## src/sv/cswr_pkg.sv

```systemverilog
`timescale 1ns / 1ps
`default_nettype none
// ----------------------------------------------------------------------------
// cswr_pkg: shared constants for the clock synthesizer register writer
// field widths, command and status codes, device register map
// ----------------------------------------------------------------------------
package cswr_pkg;

  // field widths
  localparam int unsigned OpW     = 3;
  localparam int unsigned IdxW    = 3;
  localparam int unsigned IntW    = 10;
  localparam int unsigned FracW   = 20;
  localparam int unsigned RdivW   = 3;
  localparam int unsigned ByteW   = 8;
  localparam int unsigned StatusW = 2;
  localparam int unsigned LoadW   = 2;

  // divider: 128*b is a 27-bit dividend
  localparam int unsigned DividendW = FracW + 7;
  localparam int unsigned P1W       = 18;

  localparam int unsigned OutputCountDef = 3;
  localparam logic [LoadW-1:0] LoadCodeRst = 2'd3;

  // command codes
  localparam logic [OpW-1:0] OP_SET_PLL  = 3'd0;
  localparam logic [OpW-1:0] OP_SET_DIV  = 3'd1;
  localparam logic [OpW-1:0] OP_SET_RDIV = 3'd2;
  localparam logic [OpW-1:0] OP_ENABLE   = 3'd3;
  localparam logic [OpW-1:0] OP_RESET    = 3'd4;

  // status codes
  localparam logic [StatusW-1:0] ST_OK        = 2'd0;
  localparam logic [StatusW-1:0] ST_NOT_READY = 2'd1;
  localparam logic [StatusW-1:0] ST_BAD_INDEX = 2'd2;
  localparam logic [StatusW-1:0] ST_ZERO_DEN  = 2'd3;

  // device register map
  localparam logic [ByteW-1:0] REG_OUT_ENABLE = 8'd3;
  localparam logic [ByteW-1:0] REG_CLK_CTRL   = 8'd16;
  localparam logic [ByteW-1:0] REG_PLLA_BASE  = 8'd26;
  localparam logic [ByteW-1:0] REG_PLLB_BASE  = 8'd34;
  localparam logic [ByteW-1:0] REG_DIV_BASE   = 8'd42;
  localparam logic [ByteW-1:0] REG_RDIV_BASE  = 8'd44;
  localparam logic [ByteW-1:0] REG_PLL_RESET  = 8'd177;
  localparam logic [ByteW-1:0] REG_XTAL_LOAD  = 8'd183;

  // register values
  localparam logic [ByteW-1:0] PLL_RESET_VAL  = 8'hA0;
  localparam logic [ByteW-1:0] CLK_CTRL_BASE  = 8'h0F;
  localparam logic [ByteW-1:0] CLK_POWER_DOWN = 8'h80;
  localparam logic [ByteW-1:0] ALL_OFF        = 8'hFF;
  localparam logic [ByteW-1:0] ALL_ON         = 8'h00;

  // results per command, as the index of the final one
  localparam logic [3:0] LAST_PARAM = 4'd8;
  localparam logic [3:0] LAST_RESET = 4'd9;

endpackage
`default_nettype wire

```

## src/sv/clock_synth_register_writer_unit.sv

```systemverilog
`timescale 1ns / 1ps
`default_nettype none
// ----------------------------------------------------------------------------
// clock_synth_register_writer_unit: command to register write sequencer
// encodes pll and output divider ratios and emits device register writes
// ----------------------------------------------------------------------------
// One command is taken on the input channel and turned into a run of register
// writes (address, data) on the output channel, one write per transfer, with
// last marking the final one. A rejected command gives a single transfer with
// write_valid low and the status code. Set pll and set output divider encode
// a + b/c; with a nonzero numerator the floor of 128*b/c comes from a radix-2
// restoring divider that retires one quotient bit per cycle. Such a command
// is accepted, divides its 27-bit dividend, forms P1 and emits 9 writes.
// Integer mode skips the divider. Set r divider and enable give one write,
// reset mode ten, and a rejection one transfer. Commands 5 to 7 are taken
// and dropped. The input is not ready while a command is in work; the last
// write sits in the output register while the next command is taken. The
// crystal load code is written through cfg_we_i / cfg_wdata_i; the user
// must see that it is only changed while idle; the block does not enforce it.
// ----------------------------------------------------------------------------
module clock_synth_register_writer_unit #(
  parameter int unsigned OUTPUT_COUNT = cswr_pkg::OutputCountDef
) (
  input  logic                           clk_i,
  input  logic                           rst_ni,
  // configuration
  input  logic                           cfg_we_i,
  input  logic [cswr_pkg::LoadW-1:0]     cfg_wdata_i,
  // command channel
  input  logic                           in_valid_i,
  output logic                           in_ready_o,
  input  logic [cswr_pkg::OpW-1:0]       operation_i,
  input  logic                           pll_select_i,
  input  logic [cswr_pkg::IdxW-1:0]      output_index_i,
  input  logic [cswr_pkg::IntW-1:0]      int_part_i,
  input  logic [cswr_pkg::FracW-1:0]     numerator_i,
  input  logic [cswr_pkg::FracW-1:0]     denominator_i,
  input  logic [cswr_pkg::RdivW-1:0]     rdiv_code_i,
  input  logic                           enable_outputs_i,
  // write channel
  output logic                           out_valid_o,
  input  logic                           out_ready_i,
  output logic                           write_valid_o,
  output logic [cswr_pkg::ByteW-1:0]     reg_addr_o,
  output logic [cswr_pkg::ByteW-1:0]     reg_data_o,
  output logic [cswr_pkg::StatusW-1:0]   status_o,
  output logic                           last_o
);
  import cswr_pkg::*;

  typedef enum logic [3:0] {
    S_IDLE = 4'b0001,
    S_DIV  = 4'b0010,
    S_SUM  = 4'b0100,
    S_EMIT = 4'b1000
  } state_e;

  state_e state_q, state_d;

  // configuration and persistent state
  logic [LoadW-1:0] load_code_q;
  logic [1:0]       pll_ready_q;
  logic [ByteW-1:0] shadow_q [OUTPUT_COUNT];

  // captured command
  logic [OpW-1:0]     op_q;
  logic               pll_q;
  logic [IdxW-1:0]    idx_q;
  logic [IntW-1:0]    int_q;
  logic               frac_mode_q;
  logic [FracW-1:0]   den_q;
  logic               ena_q;
  logic [StatusW-1:0] status_q;

  // shared divider: remainder, dividend bits shifting out / quotient shifting in
  logic [FracW:0]       rem_q;
  logic [DividendW-1:0] quo_q;
  logic [4:0]           cnt_q;
  logic [P1W-1:0]       p1_q;

  // result sequencing
  logic [3:0] k_q;

  // output register
  logic             out_valid_q;
  logic             wv_q;
  logic [ByteW-1:0] addr_q;
  logic [ByteW-1:0] data_q;
  logic [StatusW-1:0] st_q;
  logic             last_q;

  // ---------------------------------------------------------------- accept
  logic             in_fire;
  logic             frac_nz;
  logic             zero_den;
  logic             idx_bad;
  logic [StatusW-1:0] chk_status;

  assign in_ready_o = (state_q == S_IDLE);
  assign in_fire    = in_valid_i & in_ready_o;
  assign frac_nz    = (numerator_i != '0);
  assign zero_den   = frac_nz & (denominator_i == '0);
  assign idx_bad    = (output_index_i >= IdxW'(OUTPUT_COUNT));

  // rejection checks in priority order per command
  always_comb begin
    chk_status = ST_OK;
    case (operation_i)
      OP_SET_PLL: begin
        if (zero_den) chk_status = ST_ZERO_DEN;
      end
      OP_SET_DIV: begin
        if (!pll_ready_q[pll_select_i]) chk_status = ST_NOT_READY;
        else if (idx_bad)               chk_status = ST_BAD_INDEX;
        else if (zero_den)              chk_status = ST_ZERO_DEN;
      end
      OP_SET_RDIV: begin
        if (idx_bad) chk_status = ST_BAD_INDEX;
      end
      default: chk_status = ST_OK;
    endcase
  end

  // ---------------------------------------------------------------- divider
  // one restoring step: shift in the next dividend bit, try the subtract
  logic [FracW:0]   div_shift;
  logic [FracW+1:0] div_diff;
  logic             div_bit;

  assign div_shift = {rem_q[FracW-1:0], quo_q[DividendW-1]};
  assign div_diff  = {1'b0, div_shift} - {2'b00, den_q};
  assign div_bit   = ~div_diff[FracW+1];

  // P1 = 128*a + q - 512, kept to 18 bits
  logic [P1W-1:0] p1_sum;
  assign p1_sum = {1'b0, int_q, 7'b0} + quo_q[P1W-1:0] - P1W'(512);

  // ---------------------------------------------------------------- results
  logic [ByteW-1:0]   shadow_rd;
  logic [ByteW-1:0]   param_base;
  logic [ByteW-1:0]   param_byte;
  logic [ByteW-1:0]   ctl_byte;
  logic [FracW-1:0]   p2;
  logic [3:0]         last_k;
  logic               g_wv;
  logic [ByteW-1:0]   g_addr;
  logic [ByteW-1:0]   g_data;
  logic               g_last;

  assign p2 = rem_q[FracW-1:0];

  always_comb begin
    shadow_rd = '0;
    for (int i = 0; i < OUTPUT_COUNT; i++) begin
      if (idx_q == IdxW'(i)) shadow_rd = shadow_q[i];
    end
  end

  always_comb begin
    if (op_q == OP_SET_PLL) param_base = pll_q ? REG_PLLB_BASE : REG_PLLA_BASE;
    else                    param_base = REG_DIV_BASE + {2'b00, idx_q, 3'b000};
  end

  // packed parameter bytes: P3 high/low, P1, {P3[19:16], P2[19:16]}, P2
  always_comb begin
    case (k_q)
      4'd0:    param_byte = den_q[15:8];
      4'd1:    param_byte = den_q[7:0];
      4'd2:    param_byte = {6'b0, p1_q[17:16]};
      4'd3:    param_byte = p1_q[15:8];
      4'd4:    param_byte = p1_q[7:0];
      4'd5:    param_byte = {den_q[19:16], p2[19:16]};
      4'd6:    param_byte = p2[15:8];
      4'd7:    param_byte = p2[7:0];
      default: param_byte = '0;
    endcase
  end

  // clock control: pll b in bit 5, integer mode in bit 6
  assign ctl_byte = CLK_CTRL_BASE | {1'b0, ~frac_mode_q, pll_q, 5'b0};

  always_comb begin
    g_wv   = 1'b1;
    g_addr = '0;
    g_data = '0;
    last_k = '0;
    if (status_q != ST_OK) begin
      g_wv = 1'b0;
    end else begin
      case (op_q)
        OP_SET_PLL, OP_SET_DIV: begin
          last_k = LAST_PARAM;
          if (k_q == LAST_PARAM) begin
            if (op_q == OP_SET_PLL) begin
              g_addr = REG_PLL_RESET;
              g_data = PLL_RESET_VAL;
            end else begin
              g_addr = REG_CLK_CTRL + {5'b0, idx_q};
              g_data = ctl_byte;
            end
          end else begin
            g_addr = param_base + {4'b0, k_q};
            g_data = param_byte;
          end
        end
        OP_SET_RDIV: begin
          g_addr = REG_RDIV_BASE + {2'b00, idx_q, 3'b000};
          g_data = shadow_rd;
        end
        OP_ENABLE: begin
          g_addr = REG_OUT_ENABLE;
          g_data = ena_q ? ALL_ON : ALL_OFF;
        end
        OP_RESET: begin
          last_k = LAST_RESET;
          if (k_q == 4'd0) begin
            g_addr = REG_OUT_ENABLE;
            g_data = ALL_OFF;
          end else if (k_q == LAST_RESET) begin
            g_addr = REG_XTAL_LOAD;
            g_data = {load_code_q, 6'b0};
          end else begin
            g_addr = REG_CLK_CTRL + {4'b0, k_q} - 8'd1;
            g_data = CLK_POWER_DOWN;
          end
        end
        default: g_wv = 1'b0;
      endcase
    end
    g_last = (k_q == last_k);
  end

  // in the emit state, load the output register whenever it is free or being drained
  logic out_load;
  assign out_load = (state_q == S_EMIT) & (~out_valid_q | out_ready_i);

  // ---------------------------------------------------------------- sequencer
  always_comb begin
    state_d = state_q;
    case (state_q)
      S_IDLE: begin
        if (in_fire) begin
          if (chk_status != ST_OK) begin
            state_d = S_EMIT;
          end else begin
            case (operation_i)
              OP_SET_PLL, OP_SET_DIV: state_d = frac_nz ? S_DIV : S_SUM;
              OP_SET_RDIV, OP_ENABLE, OP_RESET: state_d = S_EMIT;
              default: state_d = S_IDLE;
            endcase
          end
        end
      end
      S_DIV: begin
        if (cnt_q == 5'(DividendW - 1)) state_d = S_SUM;
      end
      S_SUM:  state_d = S_EMIT;
      S_EMIT: begin
        if (out_load && g_last) state_d = S_IDLE;
      end
      default: state_d = S_IDLE;
    endcase
  end

  always_ff @(posedge clk_i or negedge rst_ni) begin
    if (!rst_ni) begin
      state_q     <= S_IDLE;
      load_code_q <= LoadCodeRst;
      pll_ready_q <= '0;
      out_valid_q <= 1'b0;
      k_q         <= '0;
      cnt_q       <= '0;
      for (int i = 0; i < OUTPUT_COUNT; i++) shadow_q[i] <= '0;
    end else begin
      state_q <= state_d;
      if (cfg_we_i) load_code_q <= cfg_wdata_i;

      // persistent state changes on accepted commands
      if (in_fire && chk_status == ST_OK) begin
        case (operation_i)
          OP_SET_PLL: pll_ready_q[pll_select_i] <= 1'b1;
          OP_RESET:   pll_ready_q <= '0;
          OP_SET_RDIV: begin
            for (int i = 0; i < OUTPUT_COUNT; i++) begin
              if (output_index_i == IdxW'(i)) begin
                shadow_q[i] <= {1'b0, rdiv_code_i, shadow_q[i][3:0]};
              end
            end
          end
          default: ;
        endcase
      end

      // divider shadow byte is the top bits of P1
      if (state_q == S_SUM && op_q == OP_SET_DIV) begin
        for (int i = 0; i < OUTPUT_COUNT; i++) begin
          if (idx_q == IdxW'(i)) shadow_q[i] <= {6'b0, p1_sum[17:16]};
        end
      end

      if (in_fire) begin
        k_q   <= '0;
        cnt_q <= '0;
      end else if (state_q == S_DIV) begin
        cnt_q <= cnt_q + 5'd1;
      end
      if (out_load) k_q <= k_q + 4'd1;

      if (out_load)         out_valid_q <= 1'b1;
      else if (out_ready_i) out_valid_q <= 1'b0;
    end
  end

  // payload registers
  always_ff @(posedge clk_i) begin
    if (in_fire) begin
      op_q        <= operation_i;
      pll_q       <= pll_select_i;
      idx_q       <= output_index_i;
      int_q       <= int_part_i;
      frac_mode_q <= frac_nz;
      den_q       <= denominator_i;
      ena_q       <= enable_outputs_i;
      status_q    <= chk_status;
      rem_q       <= '0;
      quo_q       <= {numerator_i, 7'b0};
    end else if (state_q == S_DIV) begin
      rem_q <= div_bit ? div_diff[FracW:0] : div_shift;
      quo_q <= {quo_q[DividendW-2:0], div_bit};
    end
    if (state_q == S_SUM) p1_q <= p1_sum;
    if (out_load) begin
      wv_q   <= g_wv;
      addr_q <= g_addr;
      data_q <= g_data;
      st_q   <= status_q;
      last_q <= g_last;
    end
  end

  assign out_valid_o   = out_valid_q;
  assign write_valid_o = wv_q;
  assign reg_addr_o    = addr_q;
  assign reg_data_o    = data_q;
  assign status_o      = st_q;
  assign last_o        = last_q;

endmodule
`default_nettype wire
```

## config.mk

```make
export PLATFORM = sky130hd
export DESIGN_NAME = clock_synth_register_writer_unit
export DESIGN_NICKNAME = d
export VERILOG_FILES = /design/src/sv/cswr_pkg.sv /design/src/sv/clock_synth_register_writer_unit.sv
export SDC_FILE = /design/constraint.sdc
export NUM_CORES = 1
export LEC_CHECK = 0
export BUFFER_PORTS_ARGS = -buffer_cell sky130_fd_sc_hd__buf_2
export CELL_PAD_IN_SITES_DETAIL_PLACEMENT = 0
export CELL_PAD_IN_SITES_GLOBAL_PLACEMENT = 1
export CORE_MARGIN = 1
export CORE_UTILIZATION = 27
export CTS_CLUSTER_SIZE = 16
export DETAILED_ROUTE_END_ITERATION = 8
export PLACE_DENSITY = 0.57
export SETUP_SLACK_MARGIN = 0.1
export SLEW_MARGIN = 20
export SYNTH_ARGS = -nofsm -noshare
export SYNTH_HDL_FRONTEND = slang
export SYNTH_SLANG_ARGS = --single-unit
```

## constraint.sdc

```tcl
create_clock -name clk_i -period 4.8 [get_ports clk_i]
set_input_delay 0.96 -clock clk_i [delete_from_list [all_inputs] [get_ports clk_i]]
set_output_delay 0.96 -clock clk_i [all_outputs]
set_load 0.02 [all_outputs]
```

==> results <==
- The run finished with clean final reports.
- The core box area is around 34000 um2.
- The final count of hold timing violations is 0.
- The later pin in the worst-skew pair is clocked with a latency of roughly 0.44 ns.
- Leaving out fill and tap cells, the most frequent cell in the layout is nand2_1.
- The height of the chip is 187 um.
- The tool flagged a number of max-cap violations equal to 0.
- In this run the tightest slew margin relative to its limit is 0.360.
- The fraction of synthesis flops using an asynchronous set or reset pin is 0.222.
- No sink is reached through more buffers than the 2 on the longest clock path.
- After synthesis, the mean cell area works out to a little under 10 um2.
- Summing every instance area after synthesis gives 9220 um2.
- Across the routed clock network, the largest skew measured is ~0.016 ns.
- The number of standard cells in the layout, taps in and fillers out is roughly 1500.
- Setup repair after global routing left no endpoint under its margin.
- Buffers inserted during clock tree synthesis total 17.
- The critical path start-end classification is flop to flop.
- In this run the clock root is driven by a clkbuf_16.
- The worst setup path is captured at a flop.
- For this run the aggregate overflow at the end of global routing stands at 0.
- The number of standard-cell rows in the floorplan is 67.
- The post-synthesis to final-layout area growth is 16.1%.
- Setup violations remaining at the end of the flow were counted as 0.
- The count of port buffers added during placement is between 80 and 90.
- The layer with the highest usage is met2.
- The areal power density over the cells is between 500 and 600 nW/um2.
- The die covers between 30000 and 40000 um2.
- 0 antenna diodes ended up in the layout.
- For this run, design rule violations remaining after detail routing come to 0.
- The clock net in this run drives a total of 162 sinks.
- The number of iterations in the first detailed-routing pass is 6.
- After clock tree synthesis, the clock-pin slew on the worst setup and hold paths is about 0.08 ns.
- Entering global routing, the biggest net connects 54 pins.
- For this design the top-level I/O count stands at 90.
- Data on the critical path arrives at its endpoint at between 3 and 4 ns.
- The total count of max-transition violations in the final report was 0.
- The flip-flop and latch count after synthesis is 162.
- In the global route stage, met2 resource usage came out at 0.250.
- The post-cts sizing count is 0.
- The clock tree from TritonCTS is yes.
- For this run, the leading register cell type out of synthesis is edfxtp_1.
- The vias per cell is between 4 and 5.
- The final design utilization is 0.319.
- For this run, global-route usage on met1 was measured as 0.223.
- In the final timing run, aggregate negative setup slack is 0 ns.
- The time the final worst path needs with I/O delays and setup is 3.19 ns.
- The routed layout has 7325 vias.
- The sequential cell area fraction in the yosys report is 0.479.
- Routability-driven placement finished with a final weighted congestion of ~0.81.
- The count of nets left with antenna violations after detail routing is 0.
- Dividing the detail-routed wire length by the instance count gives 18.1 um.
- The number of hold-repair buffers added at the cts stage is 0.
- The iteration-0 DRC count of the detailed router is approximately 540.
- The net total in the final layout is 1149.
- The number of nets in the synthesized netlist is roughly 1100.
- Counting tap cells, the placed design contains a total of between 1000 and 1500 instances.
- The share of the cycle needed by the critical path after routing is 0.665.
- The worst setup path is launched from a flop.
- The ratio of cells with drive above 1 in the final layout is 0.154.
- For this configuration, the core starts out at a cell density of 0.275.
- The HPWL after detailed placement is between 15 and 20 mm.
- The via count of the first global-routing pass is around 7200.
- The floorplan step set the die width to 187 um.
- The tightest min-delay check is of the flop to flop type.
- The actual transition at the worst max-transition pin is about 0.96 ns.
- The sum of routed wire length over all layers is approximately 27 mm.
- The total leakage power is about 4.4 nW.
- The count of different cell masters after synthesis is 73.
- The number of antenna violations at the first check in global routing is 1.
- During synthesis, Yosys emitted a total of 0 warnings.
- The H-tree was split into 4 levels.
- The first-pass GRT wire length is between 40 and 50 mm.
- The library cells used most frequently in the layout, excluding fill and tap cells, are nand2_1 (101), edfxtp_1 (99), buf_2 (89).
- Across every metal layer, demand over resource in global routing totals 0.158.
- Yosys mapped a number of flops with a built-in enable equal to between 90 and 100.
- The required arrival time at the worst endpoint is 5.16 ns.
- The number of cells produced by synthesis is ~950.
- The met3 capacity usage during global routing is 0.0238.
- IR analysis of the VDD net gives a maximum drop of roughly 260 uV.
- The maximum fanout count along the critical path is 4.
- The fmax is 313 MHz.
- The number of setup buffers added after CTS is 0.
## per-stage QoR
| stage | hold WS [ns] | cell area, um2 | setup WS, ns | total power (W) |
|---|---|---|---|---|
| after floorplan | 0.428 | 9220 | 0.977 | 0.00348 |
| after global placement | 0.449 | 10200 | 1.24 | 0.00411 |
| after detailed placement | 0.454 | 10200 | 1.29 | 0.00410 |
| after CTS | 0.458 | 10700 | 1.50 | 0.00545 |
| after global routing | 0.492 | 10700 | 1.36 | 0.00576 |
| final | 0.461 | 10700 | 1.61 | 0.00539 |
## metal layers
metal	vias up	routed length, um	part of all wire
met5	-	8	0.00030
met4	2	307	0.011
met3	16	1010	0.037
met2	164	12200	0.45
met1	3514	13400	0.50
li1	3629	-	-
## final cells by class
type | count | area, um2
multi-input combinational | 666 | 4360
clock inverter | 13 | 116
inverter | 79 | 297
timing repair buffer | 100 | 528
clock buffer | 19 | 433
fill | 3513 | 22800
tap | 448 | 561
sequential | 162 | 4420
## power breakdown
group	switching (W)	internal, W	total, W
logic	0.00123	0.000755	0.00198
registers	0.000212	0.00187	0.00208
clock network	0.000644	0.000681	0.00132
total	0.00208	0.00330	0.00539
## worst max-delay path: stages, from the launching register on
cell	delay [ns]
edfxtp_1	0.36
inv_1	0.08
ha_1	0.23
inv_1	0.11
ha_1	0.24
a21o_1	0.16
a21oi_1	0.21
o21bai_1	0.11
a2111oi_0	0.59
nor2_1	0.15
a211oi_1	0.61
mux2_2	0.29
## flip-flops by register name, summed over array words and instances (netlist names), 5 cells and up
name / flops
reg_data_o: 8
den_q: 20
shadow_q: 18
cnt_q: 5
rem_q: 20
int_q: 10
reg_addr_o: 8
p1_q: 18
quo_q: 27
## Yosys cell counts, types with 12 or more instances
master,instances,area share
dfrtp_1,33,0.090
clkbuf_1,34,0.014
xor2_1,14,0.013
a21oi_1,44,0.024
a22o_1,14,0.013
dfxtp_1,27,0.059
o21ai_0,61,0.033
edfxtp_1,99,0.32
inv_1,76,0.031
nor3_1,20,0.011
nor4_1,12,0.0081
nand3_1,39,0.021
a31oi_1,14,0.0095
xnor2_1,17,0.016
nor2_1,74,0.030
o21a_1,12,0.0098
a22oi_1,20,0.016
ha_1,53,0.072
nand2_1,101,0.041
## kinds of logic after synthesis
logic type / Yosys count / synth area share
compound gates: 259 / 0.188
mux: 12 / 0.0137
xor+xnor: 31 / 0.0294
fa+ha+maj: 55 / 0.0762
flops: 162 / 0.479
simple gates: 309 / 0.163
buf+inv: 120 / 0.0507
## path summary, 6_finish.rpt
check | cells past startpoint | to | slack (ns) | from
worst max-delay path | 11 | shadow_q[17] | 1.61 | quo_q[9]
worst min-delay path | 2 | quo_q[6] | 0.46 | quo_q[5]
worst max register to register | 11 | shadow_q[17] | 1.61 | quo_q[9]
worst min register to register | 2 | quo_q[6] | 0.46 | quo_q[5]
max in group asynchronous | 1 | shadow_q[22] | 3.60 | rst_ni
min in group asynchronous | 1 | shadow_q[4] | 0.64 | rst_ni
No activity file was read; power rests on OpenSTA's default activity.
